[src/rtl/nqs_pkg.sv]
package nqs_pkg;

  localparam int unsigned DefaultMaxSize = 16;

  localparam int unsigned BoardSizeW = 5;
  localparam int unsigned IndexW     = 4;

endpackage

[src/rtl/nqs_row_mem.sv]
module nqs_row_mem #(
  parameter int unsigned MaxSize = nqs_pkg::DefaultMaxSize,
  parameter int unsigned RowW    = $clog2(MaxSize)
) (
  input  logic            clk_i,
  input  logic            we_i,
  input  logic [RowW-1:0] waddr_i,
  input  logic [RowW-1:0] wdata_i,
  input  logic [RowW-1:0] raddr_i,
  output logic [RowW-1:0] rdata_o
);
  import nqs_pkg::*;

  logic [RowW-1:0] mem_q [MaxSize];
  logic [RowW-1:0] rdata_q;

  always_ff @(posedge clk_i) begin
    if (we_i) begin
      mem_q[waddr_i] <= wdata_i;
    end
    rdata_q <= mem_q[raddr_i];
  end

  assign rdata_o = rdata_q;

endmodule

[src/rtl/nqs_occupancy.sv]
module nqs_occupancy #(
  parameter int unsigned MaxSize = nqs_pkg::DefaultMaxSize,
  parameter int unsigned RowW    = $clog2(MaxSize)
) (
  input  logic            clk_i,
  input  logic            rst_ni,
  input  logic            clr_i,
  input  logic            tgl_i,
  input  logic [RowW-1:0] row_i,
  input  logic [RowW-1:0] col_i,
  output logic            free_o
);
  import nqs_pkg::*;

  localparam int unsigned DiagN = 2 * MaxSize - 1;
  localparam int unsigned DiagW = $clog2(DiagN);

  logic [MaxSize-1:0] row_taken_q;
  logic [DiagN-1:0]   rise_taken_q;
  logic [DiagN-1:0]   fall_taken_q;
  logic [DiagW-1:0]   rise_idx;
  logic [DiagW-1:0]   fall_idx;

  assign rise_idx = DiagW'(row_i) + DiagW'(col_i);
  assign fall_idx = DiagW'(row_i) + DiagW'(MaxSize - 1) - DiagW'(col_i);

  assign free_o = !row_taken_q[row_i] && !rise_taken_q[rise_idx] && !fall_taken_q[fall_idx];

  always_ff @(posedge clk_i or negedge rst_ni) begin
    if (!rst_ni) begin
      row_taken_q  <= '0;
      rise_taken_q <= '0;
      fall_taken_q <= '0;
    end else if (clr_i) begin
      row_taken_q  <= '0;
      rise_taken_q <= '0;
      fall_taken_q <= '0;
    end else if (tgl_i) begin
      row_taken_q[row_i]     <= ~row_taken_q[row_i];
      rise_taken_q[rise_idx] <= ~rise_taken_q[rise_idx];
      fall_taken_q[fall_idx] <= ~fall_taken_q[fall_idx];
    end
  end

endmodule

[src/rtl/n_queens_first_solution_search.sv]
// N-queens first-solution search.
// Input channel (in_valid_i/in_ready_o, board_size_i): one transaction starts a
// depth-first search for the first placement on an N x N board. Sizes above
// MAX_SIZE saturate to MAX_SIZE. in_ready_o is high only while no search is
// running; one board is handled at a time.
// Output channel (out_valid_o/out_ready_i): on success N transactions, one per
// column in column order, with found_o=1 and last_o on the final one. With no
// placement (sizes 0, 2, 3) a single transaction with found_o=0, last_o=1.
// The search tests candidate rows in StScan. A backtrack step passes through
// StScan and StBack, and each result through StFetch and StSend, since the row
// memory has one read port and a registered read.
// Results leave through one output register, so the next board is accepted
// while the final result still waits. A stalled receiver holds the current
// result and pauses the emission; the search itself never waits on it.
// Reset clears the sequencer, occupancy masks and output valid; the row memory
// is not cleared, since every entry is written before it is read.
module n_queens_first_solution_search #(
  parameter int unsigned MAX_SIZE = nqs_pkg::DefaultMaxSize
) (
  input  logic                             clk_i,
  input  logic                             rst_ni,
  input  logic                             in_valid_i,
  output logic                             in_ready_o,
  input  logic [nqs_pkg::BoardSizeW-1:0]   board_size_i,
  output logic                             out_valid_o,
  input  logic                             out_ready_i,
  output logic                             found_o,
  output logic [nqs_pkg::IndexW-1:0]       column_index_o,
  output logic [nqs_pkg::IndexW-1:0]       row_index_o,
  output logic                             last_o
);
  import nqs_pkg::*;

  localparam int unsigned CntW = $clog2(MAX_SIZE + 1);
  localparam int unsigned RowW = $clog2(MAX_SIZE);

  typedef enum logic [2:0] {
    StIdle,
    StScan,
    StBack,
    StFetch,
    StSend,
    StFail
  } state_e;

  state_e              state_q, state_d;
  logic [CntW-1:0]     n_q, n_d;
  logic [CntW-1:0]     col_q, col_d;
  logic [CntW-1:0]     row_q, row_d;
  logic                out_valid_q, out_valid_d;
  logic                found_q, found_d;
  logic [IndexW-1:0]   colidx_q, colidx_d;
  logic [IndexW-1:0]   rowidx_q, rowidx_d;
  logic                last_q, last_d;

  logic [CntW-1:0]     size_sat;
  logic                out_free;
  logic                is_last;
  logic                mem_we;
  logic [RowW-1:0]     mem_raddr;
  logic [RowW-1:0]     mem_rdata;
  logic                occ_clr;
  logic                occ_tgl;
  logic [RowW-1:0]     occ_row;
  logic [RowW-1:0]     occ_col;
  logic                occ_free;

  assign size_sat = (int'(board_size_i) > int'(MAX_SIZE)) ? CntW'(MAX_SIZE)
                                                          : CntW'(board_size_i);
  assign out_free  = !out_valid_q || out_ready_i;
  assign is_last   = (CntW'(col_q + CntW'(1)) == n_q);
  assign mem_raddr = (state_q == StScan) ? RowW'(col_q - CntW'(1)) : RowW'(col_q);

  nqs_row_mem #(
    .MaxSize (MAX_SIZE),
    .RowW    (RowW)
  ) u_row_mem (
    .clk_i   (clk_i),
    .we_i    (mem_we),
    .waddr_i (RowW'(col_q)),
    .wdata_i (RowW'(row_q)),
    .raddr_i (mem_raddr),
    .rdata_o (mem_rdata)
  );

  nqs_occupancy #(
    .MaxSize (MAX_SIZE),
    .RowW    (RowW)
  ) u_occupancy (
    .clk_i   (clk_i),
    .rst_ni  (rst_ni),
    .clr_i   (occ_clr),
    .tgl_i   (occ_tgl),
    .row_i   (occ_row),
    .col_i   (occ_col),
    .free_o  (occ_free)
  );

  always_comb begin
    state_d     = state_q;
    n_d         = n_q;
    col_d       = col_q;
    row_d       = row_q;
    out_valid_d = out_valid_q && !out_ready_i;
    found_d     = found_q;
    colidx_d    = colidx_q;
    rowidx_d    = rowidx_q;
    last_d      = last_q;
    mem_we      = 1'b0;
    occ_clr     = 1'b0;
    occ_tgl     = 1'b0;
    occ_row     = RowW'(row_q);
    occ_col     = RowW'(col_q);

    unique case (state_q)
      StIdle: begin
        if (in_valid_i) begin
          n_d     = size_sat;
          col_d   = '0;
          row_d   = '0;
          occ_clr = 1'b1;
          state_d = (size_sat == '0) ? StFail : StScan;
        end
      end
      StScan: begin
        if (col_q == n_q) begin
          col_d   = '0;
          state_d = StFetch;
        end else if (row_q == n_q) begin
          if (col_q == '0) begin
            state_d = StFail;
          end else begin
            col_d   = col_q - CntW'(1);
            state_d = StBack;
          end
        end else if (occ_free) begin
          occ_tgl = 1'b1;
          mem_we  = 1'b1;
          col_d   = col_q + CntW'(1);
          row_d   = '0;
        end else begin
          row_d = row_q + CntW'(1);
        end
      end
      StBack: begin
        // lift the queen of the previous column, resume one row below it
        occ_row = mem_rdata;
        occ_tgl = 1'b1;
        row_d   = CntW'(mem_rdata) + CntW'(1);
        state_d = StScan;
      end
      StFetch: begin
        state_d = StSend;
      end
      StSend: begin
        if (out_free) begin
          out_valid_d = 1'b1;
          found_d     = 1'b1;
          colidx_d    = IndexW'(col_q);
          rowidx_d    = IndexW'(mem_rdata);
          last_d      = is_last;
          col_d       = col_q + CntW'(1);
          state_d     = is_last ? StIdle : StFetch;
        end
      end
      StFail: begin
        if (out_free) begin
          out_valid_d = 1'b1;
          found_d     = 1'b0;
          colidx_d    = '0;
          rowidx_d    = '0;
          last_d      = 1'b1;
          col_d       = '0;
          state_d     = StIdle;
        end
      end
      default: begin
        state_d = StIdle;
      end
    endcase
  end

  always_ff @(posedge clk_i or negedge rst_ni) begin
    if (!rst_ni) begin
      state_q     <= StIdle;
      n_q         <= '0;
      col_q       <= '0;
      row_q       <= '0;
      out_valid_q <= 1'b0;
      found_q     <= 1'b0;
      colidx_q    <= '0;
      rowidx_q    <= '0;
      last_q      <= 1'b0;
    end else begin
      state_q     <= state_d;
      n_q         <= n_d;
      col_q       <= col_d;
      row_q       <= row_d;
      out_valid_q <= out_valid_d;
      found_q     <= found_d;
      colidx_q    <= colidx_d;
      rowidx_q    <= rowidx_d;
      last_q      <= last_d;
    end
  end

  assign in_ready_o     = (state_q == StIdle);
  assign out_valid_o    = out_valid_q;
  assign found_o        = found_q;
  assign column_index_o = colidx_q;
  assign row_index_o    = rowidx_q;
  assign last_o         = last_q;

  a_fail_is_last: assert property (@(posedge clk_i) disable iff (!rst_ni)
    out_valid_o && !found_o |-> last_o)
    else $error("failure result without last");

  a_scan_bounds: assert property (@(posedge clk_i) disable iff (!rst_ni)
    state_q == StScan |-> row_q <= n_q && col_q <= n_q)
    else $error("search pointers beyond board size");

  a_back_bounds: assert property (@(posedge clk_i) disable iff (!rst_ni)
    state_q == StBack |-> col_q < n_q && $past(state_q) == StScan)
    else $error("backtrack from an invalid column");

  a_fail_clears: assert property (@(posedge clk_i) disable iff (!rst_ni)
    state_q == StFail |-> !(found_d && out_valid_d && !out_valid_q))
    else $error("failure path reported a placement");

endmodule

[config.mk]
export PLATFORM = sky130hd
export DESIGN_NAME = n_queens_first_solution_search
export DESIGN_NICKNAME = d
export VERILOG_FILES = /design/src/rtl/nqs_pkg.sv /design/src/rtl/nqs_row_mem.sv /design/src/rtl/nqs_occupancy.sv /design/src/rtl/n_queens_first_solution_search.sv
export SDC_FILE = /design/constraint.sdc
export NUM_CORES = 1
export LEC_CHECK = 0
export ABC_AREA = 1
export BUFFER_PORTS_ARGS = -buffer_cell sky130_fd_sc_hd__buf_2
export CAP_MARGIN = 5
export CELL_PAD_IN_SITES_DETAIL_PLACEMENT = 0
export CELL_PAD_IN_SITES_GLOBAL_PLACEMENT = 1
export CORE_ASPECT_RATIO = 1.5
export CORE_MARGIN = 2
export CORE_UTILIZATION = 49
export DETAILED_ROUTE_END_ITERATION = 10
export PLACE_DENSITY_LB_ADDON = 0.05
export SYNTH_ARGS = -nofsm -noshare
export SYNTH_HDL_FRONTEND = slang
export SYNTH_HIERARCHICAL = 1
export SYNTH_SLANG_ARGS = --single-unit
[constraint.sdc]
create_clock -name clk_i -period 8.4 [get_ports clk_i]
set_input_delay 0.84 -clock clk_i [delete_from_list [all_inputs] [get_ports clk_i]]
set_output_delay 0.84 -clock clk_i [all_outputs]
set_load 0.03 [all_outputs]
Word-level counts from Yosys, hierarchy flattened
Memory sizes are Yosys's and may differ from the RTL's. A register that Yosys moved wholly into a read port is not among the register bits.
Index checks and enable logic that the tools add are counted.
{ "op_classes": {"bitwise": 3, "n_lt_le_gt_ge": 7, "reduce_logical": 25, "n_mux": 66, "n_eq_ne": 16, "addsub": 7} }
{ "op_table": {"columns": ["op", "count"], "rows": [
  ["$mux 31", 4],
  ["$bwmux 31", 2],
  ["$mux 5", 11],
  ["$mux 16", 2],
  ["$mux 3", 7],
  ["$mux 4", 5],
  ["$pmux 5 s4", 1],
  ["$mux 1", 19],
  ["$pmux 3 s6", 1],
  ["$bwmux 16", 1],
  ["$pmux 4 s2", 2],
  ["$eq 5x5->1", 3],
  ["$pmux 5 s3", 1],
  ["$lt 5x6->1 const B", 2],
  ["$add 5x1->5 const B", 2],
  ["$bmux 1 s5", 2],
  ["$demux 1 s5", 2],
  ["$ge 5x1->1 const B", 2],
  ["$logic_not 5->1", 2],
  ["$ne 2x2->1 const B", 5],
  ["$reduce_and 4->1", 2],
  ["$eq 3x2->1 const B", 2],
  ["$eq 3x3->1 const B", 2],
  ["$logic_and 1x1->1", 6],
  ["27 further kinds", 36]
]} }
{ "totals": {"n_memories": 1, "register_bits": 107, "elab_cells": 137, "output_inout_bits": 12, "input_bits": 9, "ram_bits": 64} }
{ "memory_table": {"columns": ["name", "words", "width", "read_ports", "rd_clocked_by_memory_dff", "write_ports", "line", "source"], "rows": [
  ["u_row_mem.mem_q", 16, 4, 1, 1, 1, "nqs_row_mem.sv:14", "logic [RowW-1:0] mem_q [MaxSize];"]
]} }

Longest topological paths before layout
Gate-level depths: netlist of the first run.
{ "depth": {"ltp_word": 14, "ltp_mapped": 30, "mapped_depth_nobuf": 26} }

Hierarchy
The synthesis of the first run kept the hierarchy.
{ "modules_own_cells": {"columns": ["mod", "n_inst", "cells_each", "area_per_inst_um2", "seq_area_each_um2"], "rows": [
  ["nqs_occupancy", 1, 832, 5390.2, 1951.9],
  ["nqs_row_mem", 1, 290, 2966.6, 2001.9],
  ["n_queens_first_solution_search", 1, 285, 2072.0, 725.7]
]} }

Least setup slack after synthesis of the first run
Ideal clock, no wire load.
{ "synth_timing": {"kind": "register to register", "startpoint": "register state_q[0]", "endpoint": "register u_occupancy.rise_taken_q[16]", "required_ns": 8.323, "setup_ns": 0.077, "setup_slack_ns": 4.379, "stages_incl_launch_ff": 26, "synth_period_minus_slack_ns": 4.021, "path_buffers": 3, "t_arrival_ns": 3.944, "path_cell_list": "dfrtp_1 nor2_1 inv_1 nor2_1 buf_2 o21ai_0 inv_1 fa_1 buf_2 nand3_1 nand2_1 nand2_1 nand2_1 nor2_1 nor2_2 nand3_1 nor2_1 inv_1 o21ai_0 clkbuf_1 nand2_1 inv_1 nand3_1 nand2_1 nand2_1 a21oi_1"} }
{ "synth_via": {"elab_chain_len": 13, "elab_cells_between_ends": 33, "cone_classes": "add/sub: 3; order compare: 2; eq/ne: 2; mux: 17; bitwise: 1; reduce/logical: 8"} }
{ "synth_lines": {"columns": ["item", "line", "source"], "rows": [
  ["from (decl)", "n_queens_first_solution_search.sv:46", "state_e state_q, state_d;"],
  ["from (signal assigned)", "n_queens_first_solution_search.sv:185", "state_q <= StIdle;"],
  ["from (signal assigned)", "n_queens_first_solution_search.sv:195", "state_q <= state_d;"],
  ["$eq 3x2->1 *", "n_queens_first_solution_search.sv:115", "unique case (state_q)"],
  ["$mux 4 *", "n_queens_first_solution_search.sv:115", null],
  ["named net occ_row[1]", "n_queens_first_solution_search.sv:64", "logic [RowW-1:0] occ_row;"],
  ["$add 4x4->5 (on tied branches)", "nqs_occupancy.sv:25, nqs_occupancy.sv:24", null],
  ["$sub 5x4->5 / $bmux 1 s5 (equally long branches)", "nqs_occupancy.sv:25, nqs_occupancy.sv:27", null],
  ["$bmux 1 s5 / $mux 1 (equally long branches)", "nqs_occupancy.sv:27", "assign free_o = !row_taken_q[row_i] && !rise_taken_q[rise_idx] && !fall_taken_q[fall_idx];"],
  ["$mux 1 (not written as such) / $logic_not 1->1 (equally long branches)", "nqs_occupancy.sv:27", null],
  ["$logic_not 1->1 / $logic_and 1x1->1 (equally long branches)", "nqs_occupancy.sv:27", null],
  ["$logic_and 1x1->1 *", "nqs_occupancy.sv:27", null],
  ["named net occ_free", "n_queens_first_solution_search.sv:66", "logic occ_free;"],
  ["$mux 1 *", "n_queens_first_solution_search.sv:136", "end else if (occ_free) begin"],
  ["$mux 1 *", "n_queens_first_solution_search.sv:129", "end else if (row_q == n_q) begin"],
  ["$mux 1 *", "n_queens_first_solution_search.sv:126", "if (col_q == n_q) begin"],
  ["$pmux 1 s2 *", "n_queens_first_solution_search.sv:115", null],
  ["named net occ_tgl", "n_queens_first_solution_search.sv:63", "logic occ_tgl;"],
  ["$reduce_bool 2->1 (no source line) *", null, null],
  ["to (signal, indexed assignment)", "nqs_occupancy.sv:40", "rise_taken_q[rise_idx] <= ~rise_taken_q[rise_idx];"],
  ["to (decl)", "nqs_occupancy.sv:19", "logic [DiagN-1:0] rise_taken_q;"]
]} }
The timed path passes the listed nets; every way through them passes the cells marked *. The select of a mux whose other input is x is not followed.
A chain may end at the register's enable or synchronous reset.

Worst setup path after layout of the first run
{ "layout_timing": {"startpoint": "register state_q[0]", "endpoint": "register u_occupancy.fall_taken_q[25]"} }
{ "layout_via": {"elab_chain_len": 13, "elab_cells_between_ends": 33, "cone_classes": "add/sub: 3; order compare: 2; eq/ne: 2; mux: 17; bitwise: 1; reduce/logical: 8"} }
{ "layout_lines": {"columns": ["item", "line", "source"], "rows": [
  ["$eq 3x2->1 *", "n_queens_first_solution_search.sv:115", null],
  ["$mux 4 *", "n_queens_first_solution_search.sv:115", null],
  ["named net occ_row[0]", "n_queens_first_solution_search.sv:64", null],
  ["$add 4x4->5 (on tied branches)", "nqs_occupancy.sv:25, nqs_occupancy.sv:24", null],
  ["$sub 5x4->5 / $bmux 1 s5 (equally long branches)", "nqs_occupancy.sv:25, nqs_occupancy.sv:27", null],
  ["$bmux 1 s5 / $mux 1 (equally long branches)", "nqs_occupancy.sv:27", null],
  ["$mux 1 (not written as such) / $logic_not 1->1 (equally long branches)", "nqs_occupancy.sv:27", null],
  ["$logic_not 1->1 / $logic_and 1x1->1 (equally long branches)", "nqs_occupancy.sv:27", null],
  ["$logic_and 1x1->1 *", "nqs_occupancy.sv:27", null],
  ["named net occ_free", "n_queens_first_solution_search.sv:66", null],
  ["$mux 1 *", "n_queens_first_solution_search.sv:136", null],
  ["$mux 1 *", "n_queens_first_solution_search.sv:129", null],
  ["$mux 1 *", "n_queens_first_solution_search.sv:126", null],
  ["$pmux 1 s2 *", "n_queens_first_solution_search.sv:115", null],
  ["named net occ_tgl", "n_queens_first_solution_search.sv:63", null],
  ["$reduce_bool 2->1 (no source line) *", null, null],
  ["to (signal, indexed assignment)", "nqs_occupancy.sv:41", "fall_taken_q[fall_idx] <= ~fall_taken_q[fall_idx];"],
  ["to (decl)", "nqs_occupancy.sv:20", "logic [DiagN-1:0] fall_taken_q;"]
]} }
Marks and branches as above.

==> results of run 1 <==
==> metrics by stage <==
| stage | hold slack [ns] | power (mW) | setup slack, ns | area, um2 | util |
|---|---|---|---|---|---|
| final | 0.429 | 4.62 | 2.55 | 11200 | 0.532 |
| after detailed placement | 0.466 | 3.92 | 2.59 | 10600 | 0.507 |
| after floorplan | 0.507 | 3.37 | 4.38 | 10400 | - |
| after global routing | 0.494 | 5.01 | 1.94 | 11200 | 0.532 |
| after CTS | 0.469 | 4.68 | 2.51 | 11200 | 0.532 |
| after global placement | 0.458 | 3.91 | 2.74 | 10600 | 0.507 |
==> logic make-up (layout without fill, tap and decap cells) <==
group,after synthesis,after routing,synth area share
buffers and inverters,294,312,0.122
XOR/XNOR,16,16,0.0160
AND/OR/NAND/NOR,754,754,0.304
flip-flops,175,175,0.449
adder cells (fa/ha/maj),15,15,0.0194
AO/OA/AOI/OAI,153,153,0.0900
==> cell type report <==
| cell class | count | share of cell area |
|---|---|---|
| sequential | 175 | 0.419 |
| clock buffer | 19 | 0.0388 |
| timing repair buffer | 30 | 0.0159 |
| multi-input combinational | 938 | 0.402 |
| inverter | 250 | 0.0852 |
| clock inverter | 13 | 0.00941 |
| tap | 268 | 0.0300 |
==> worst max path at each step <==
stage	startpoint	to	slack, ns	cells after the start
after floorplan	state_q[0]	u_occupancy/rise_taken_q[16]	4.38	25
after global placement	state_q[0]	u_occupancy/fall_taken_q[1]	2.74	25
after detailed placement	state_q[0]	u_occupancy/fall_taken_q[25]	2.59	25
after CTS	state_q[0]	u_occupancy/fall_taken_q[25]	2.51	25
after global routing	state_q[0]	u_occupancy/fall_taken_q[29]	1.94	25
final	state_q[0]	u_occupancy/fall_taken_q[25]	2.55	25
==> per-layer routing <==
layer  share of wire  track usage  vias up  wire length [um]
li1                -            -     4357                 -
met1            0.43        0.288     3897             10900
met2            0.53        0.439      121             13500
met3           0.025       0.0341       40               633
met4           0.020       0.0686        0               507
met5               0            0        -                 0
==> synthesized netlist by cell type (4+ instances only) <==
| cell | n | area share |
|---|---|---|
| o21ai_0 | 40 | 0.019 |
| dfrtp_1 | 107 | 0.26 |
| inv_2 | 22 | 0.0079 |
| nand3b_1 | 4 | 0.0029 |
| nor2_1 | 77 | 0.028 |
| o22ai_1 | 4 | 0.0024 |
| xnor2_1 | 4 | 0.0034 |
| nand3_1 | 108 | 0.052 |
| inv_1 | 222 | 0.080 |
| o21ai_1 | 10 | 0.0048 |
| nand2_2 | 11 | 0.0066 |
| nand2_1 | 526 | 0.19 |
| buf_6 | 13 | 0.014 |
| buf_4 | 10 | 0.0072 |
| a21oi_1 | 54 | 0.026 |
| a21oi_2 | 31 | 0.026 |
| xor2_1 | 10 | 0.0084 |
| edfxtp_1 | 64 | 0.18 |
| nor2_4 | 7 | 0.0076 |
| nor2_2 | 11 | 0.0066 |
| clkbuf_1 | 9 | 0.0032 |
| a22oi_1 | 7 | 0.0050 |
| dfxtp_1 | 4 | 0.0077 |
| buf_2 | 12 | 0.0058 |
| ha_1 | 13 | 0.016 |
==> power breakdown <==
part / internal [mW] / switching (mW) / total [mW]
sequential: 1.07 / 0.135 / 1.20
clock: 0.384 / 0.360 / 0.744
combinational: 0.691 / 1.98 / 2.67
==> registers in the layout (all words and copies together) (netlist names), 3 cells and up <==
register / cells
column_index_o: 4
col_q: 5
u_occupancy/row_taken_q: 16
u_row_mem/mem_q: 64
n_q: 5
row_q: 5
u_occupancy/fall_taken_q: 31
row_index_o: 4
u_occupancy/rise_taken_q: 31
state_q: 3
u_row_mem/rdata_o: 4
==> worst register-to-register path, cell delays in order, from the launching register on <==
cell	delay (ns)
dfrtp_1	0.46
nor2_1	0.17
inv_1	0.05
nor2_1	0.50
o21ai_0	0.37
ha_1	0.33
fa_1	0.77
clkinv_1	0.39
nand3_1	0.17
nand3_1	0.08
nand2_1	0.06
nand2_1	0.05
nand2_1	0.05
nand2_1	0.05
nand2_1	0.06
nand2_2	0.40
nor2_1	0.33
inv_1	0.08
o21ai_0	0.17
buf_4	0.20
inv_1	0.08
nor2_1	0.50
nand2_1	0.17
nand2_1	0.09
nand2_1	0.05
a21oi_2	0.13
==> placed cells by master, fill, tap and decap left out, types with 13 or more instances in the layout <==
cell type / n
clkbuf_16: 17
o21ai_0: 39
dfrtp_1: 107
buf_2: 19
a21oi_2: 31
a21oi_1: 54
nand3_1: 108
inv_2: 23
nand2_1: 526
ha_1: 13
nor2_1: 77
inv_1: 222
edfxtp_1: 64
==> impl_metrics.py, run 1 <==
metrics = {
    "synthesis": {
        "syn-num-nets": 1431,
        "ys_warn_count": 6,
        "synthFlopType": "dfrtp_1",
        "ys_seq_area_frac": 0.449,
        "syn_avg_cell_area_um2": 7.41,
        "synth-edff-count": 64,
        "netlist_instances": 1407,
        "yosysUniqueCellTypes": 45,
        "async_flop_share": 0.611,
        "synthesis.area_um2": 10400,
        "ys_ff_latch": 175,
    },
    "place": {
        "dpl.cell_count": 1661,
        "io_buffer_count": 20,
        "gp_congestion": 0.846,
        "dpl.hpwl_mm": 17.3,
    },
    "setup_path": {
        "critical_path_peak_fanout": 32,
        "reg2reg_depth": 25,
        "critPathTopFamily": "simple AND/OR/NAND/NOR gates",
        "criticalPathCategory": "register to register",
        "r2r_slack_ns": 2.55,
        "worst_setup_path_start_kind": "register",
        "crit_top_cell": "nand2_1",
        "path_buf_inv": 5,
        "worstReg2RegEnd": "u_occupancy/fall_taken_q[25]",
        "critical_path_arrival_ns": 6.20,
        "max_stage_delay_ns": 0.77,
        "r2r_start": "state_q[0]",
        "cpMaxStageDelayCell": "fa_1",
        "worstPathRequired_ns": 8.75,
        "cp-end-kind": "register",
    },
    "detailed_routing": {
        "ant_nets": 0,
        "drc": 0,
        "num_vias": 8415,
        "wire_per_inst_um": 15.1,
        "dr.pass1.iters": 5,
        "drt_wl_total_mm": 25.5,
        "drt_first_iter_violations": 483,
        "detail_route.vias_per_cell": 4.97,
    },
    "layout": {
        "area_growth_pct": 7.13,
        "n_antenna_cell": 0,
        "seq_area_um2": 4680,
        "nFillCells": 2112,
        "layout.cells.non_filler": 1693,
        "multi_input_area_um2": 4490,
        "nNetsFinal": 1436,
        "drive_above_1_share": 0.111,
    },
    "timing": {
        "max_freq_ghz": 0.171,
        "relSlewSlack": 0.339,
        "clock_skew_ns": 0.00689,
        "finalCritPeriodShare": 0.696,
        "period_needed_ns": 5.85,
        "final_max_slew_viol_count": 0,
        "setup_tns_ns": 0,
        "timing.final.setup_violations": 0,
        "grt_setup_unrepaired": "no",
        "timing.final.hold_violations": 0,
        "worst_pin_slew_ns": 0.987,
    },
    "floorplan": {
        "die_area_um2": 22500,
        "io_pins": 21,
        "rows": 65,
        "fp.dieW_um": 123,
        "start_util": 0.497,
        "core-area_um2": 21000,
        "die_y_um": 183,
    },
    "clocking": {
        "clkLatencyLatePin_ns": 0.44,
        "clock-sinks": 175,
        "h-tree-depth": 4,
        "cts_setup_buffers": 0,
        "cts_root_buf": "clkbuf_16",
        "cts_resized": 0,
        "cts_buffer_depth": 2,
        "path_clk_slew_ns": 0.07,
        "numCtsBuffers": 17,
        "cts_tree": "done",
        "holdBufCountCts": 0,
    },
    "global_route": {
        "antenna_found_initial": 0,
        "grt_pass1_wl_mm": 41.9,
        "grt_usage": 0.240,
        "grt_pass1_vias": 8327,
        "grt_start_max_net_pins": 79,
        "grt-ovfl-total": 0,
    },
    "pwr": {
        "ir_drop_mv": 0.406,
        "leakage_nw": 6.13,
        "powerDensity_nw_per_um2": 414,
    },
    "worst_hold_path": {
        "hold_class": "input port to asynchronous set/reset pin",
    },
    "outcome": {
        "status": "finished, final reports clean",
    },
    "flow_run": {
        "cap_viol_max_count": 0,
    },
}
(Power assumes the default switching activity.)
==> run 2: changes to the inputs <==
CORE_UTILIZATION = 43   (was 49)
clock period = 5.3 ns   (was 8.4 ns; I/O delays follow)
==> run 2 against run 1 <==
  * Utilization is 5.3 points lower
  * Cell count rose by 4.0%
  * Clock skew up 0.0054 ns
  * Combinational power rose by 67%
  * Setup slack worse by 2.0 ns
  * Clock-buffer cell count increased by 2
  * Critical endpoint is now u_row_mem/mem_q[3][1]
==> impl_metrics.py, run 2 (synthesis results as in run 1) <==
metrics = {
    "layout": {
        "layout_commonest_cell": "nand2_1",
        "final_cell_mix": "nand2_1, inv_1, nand3_1, dfrtp_1, nor2_1",
        "nNetsFinal": 1452,
        "nFillCells": 2471,
        "drive_above_1_share": 0.121,
        "layout.cells.non_filler": 1760,
        "seq_area_um2": 4680,
        "n_antenna_cell": 0,
        "largest_reg_flops": 64,
        "multi_input_area_um2": 4490,
        "largestRegisters": "u_row_mem/mem_q x64, u_occupancy/fall_taken_q x31, u_occupancy/rise_taken_q x31",
        "area_growth_pct": 9.20,
        "final_util": 0.480,
        "top_register": "u_row_mem/mem_q",
    },
    "detailed_routing": {
        "ant_nets": 0,
        "num_vias": 8478,
        "detail_route.vias_per_cell": 4.82,
        "drc": 0,
        "wire_per_inst_um": 15.3,
        "dr.pass1.iters": 5,
        "drt_wl_total_mm": 27.0,
        "drt_first_iter_violations": 430,
    },
    "outcome": {
        "status": "finished, final reports clean",
    },
    "timing": {
        "max_freq_ghz": 0.210,
        "timing.final.hold_violations": 0,
        "clock_skew_ns": 0.0123,
        "final_max_slew_viol_count": 0,
        "setup_tns_ns": 0,
        "grt_setup_unrepaired": "no",
        "finalCritPeriodShare": 0.897,
        "period_needed_ns": 4.75,
        "worst_pin_slew_ns": 0.972,
        "relSlewSlack": 0.352,
        "hold_ws_ns": 0.219,
        "timing.final.setup_violations": 0,
    },
    "global_route": {
        "grt_start_max_net_pins": 72,
        "antenna_found_initial": 0,
        "grt_usage": 0.220,
        "grt_pass1_vias": 8425,
        "grt_pass1_wl_mm": 44.3,
        "grt-ovfl-total": 0,
    },
    "clocking": {
        "h-tree-depth": 4,
        "cts_tree": "done",
        "clock-sinks": 175,
        "numCtsBuffers": 17,
        "holdBufCountCts": 0,
        "cts_resized": 0,
        "cts_setup_buffers": 0,
        "path_clk_slew_ns": 0.07,
        "clkLatencyLatePin_ns": 0.45,
        "cts_buffer_depth": 2,
        "cts_root_buf": "clkbuf_16",
    },
    "floorplan": {
        "die_y_um": 195,
        "core-area_um2": 23700,
        "start_util": 0.439,
        "fp.dieW_um": 131,
        "io_pins": 21,
        "rows": 69,
        "die_area_um2": 25500,
    },
    "place": {
        "io_buffer_count": 20,
        "dpl.hpwl_mm": 18.6,
        "gp_congestion": 0.822,
        "dpl.cell_count": 1728,
    },
    "pwr": {
        "powerDensity_nw_per_um2": 661,
        "leakage_nw": 6.23,
        "p_total_mw": 7.53,
        "ir_drop_mv": 0.571,
    },
    "worst_hold_path": {
        "hold_class": "input port to asynchronous set/reset pin",
    },
    "flow_run": {
        "cap_viol_max_count": 0,
    },
    "setup_path": {
        "critical_path_arrival_ns": 4.85,
        "worstPathRequired_ns": 5.39,
        "criticalPathCategory": "register to register",
        "critical_path_peak_fanout": 13,
        "cp-end-kind": "register",
        "worst_setup_path_start_kind": "register",
    },
}
-- run 2: changes by cell type in the layout (fill, tap and decap cells not counted) --
cell / before / now
clkinv_1: 2 / 1
bufinv_16: 0 / 1
buf_4: 11 / 27
inv_6: 6 / 3
clkbuf_8: 0 / 2
clkinv_2: 2 / 3
-- run 2: area by class of cell --
cell class | count | area share
Inverter | 250 | 0.0836
Tap cell | 319 | 0.0350
Clock inverter | 11 | 0.00967
Timing Repair Buffer | 46 | 0.0261
Sequential cell | 175 | 0.411
Multi-Input combinational cell | 938 | 0.394
Clock buffer | 21 | 0.0404
-- run 2: final timing paths --
kind	from	to	slack, ns	cells after the start
worst min register to register	found_o	found_o	0.47	2
min in group clk_i	board_size_i[2]	n_q[2]	0.31	3
max in group asynchronous	rst_ni	u_occupancy/row_taken_q[14]	3.92	2
worst max register to register	state_q[0]	u_row_mem/mem_q[3][1]	0.55	22
worst max-delay path	state_q[0]	u_row_mem/mem_q[3][1]	0.55	22
worst min-delay path	rst_ni	out_valid_o	0.22	1
-- run 2: worst max-delay path, stage by stage, from the launching register on --
cell     delay (ns)
dfrtp_1        0.45
nor2_1         0.17
inv_1          0.05
nor2_1         0.25
nand2_1        0.08
o21ai_0        0.30
ha_1           0.28
inv_1          0.05
fa_1           0.79
nor2_1         0.12
nand2_1        0.08
nand2_1        0.05
nand2_1        0.05
nand2_1        0.05
nand2_1        0.07
nor2_1         0.04
nor2_2         0.13
nand3_1        0.15
nor2_1         0.17
inv_1          0.07
nor2_1         0.35
nand2_1        0.24
nor2_1         0.40
-- run 2: report_power, final --
part / switching [mW] / internal [mW] / total (mW)
Combinational: 3.25 / 1.20 / 4.45
Clock: 0.562 / 0.678 / 1.24
Sequential: 0.152 / 1.69 / 1.85
-- run 2: per-stage QoR --
| step | setup slack (ns) | cell area [um2] |
|---|---|---|
| 2_1_floorplan | 1.28 | 10400 |
| 5_1_grt | 0.0521 | 11400 |
| 6_report | 0.547 | 11400 |
| 3_5_place_dp | 0.546 | 10800 |
| 3_3_place_gp | 0.608 | 10800 |
| 4_1_cts | 0.523 | 11400 |
-- run 2: per-layer routing --
layer | GRT usage | part of all wire | up-vias
met3 | 0.0292 | 0.020 | 36
met4 | 0.0644 | 0.017 | 0
li1 | - | - | 4367
met1 | 0.254 | 0.42 | 3972
met5 | 0 | 0 | -
met2 | 0.420 | 0.54 | 103
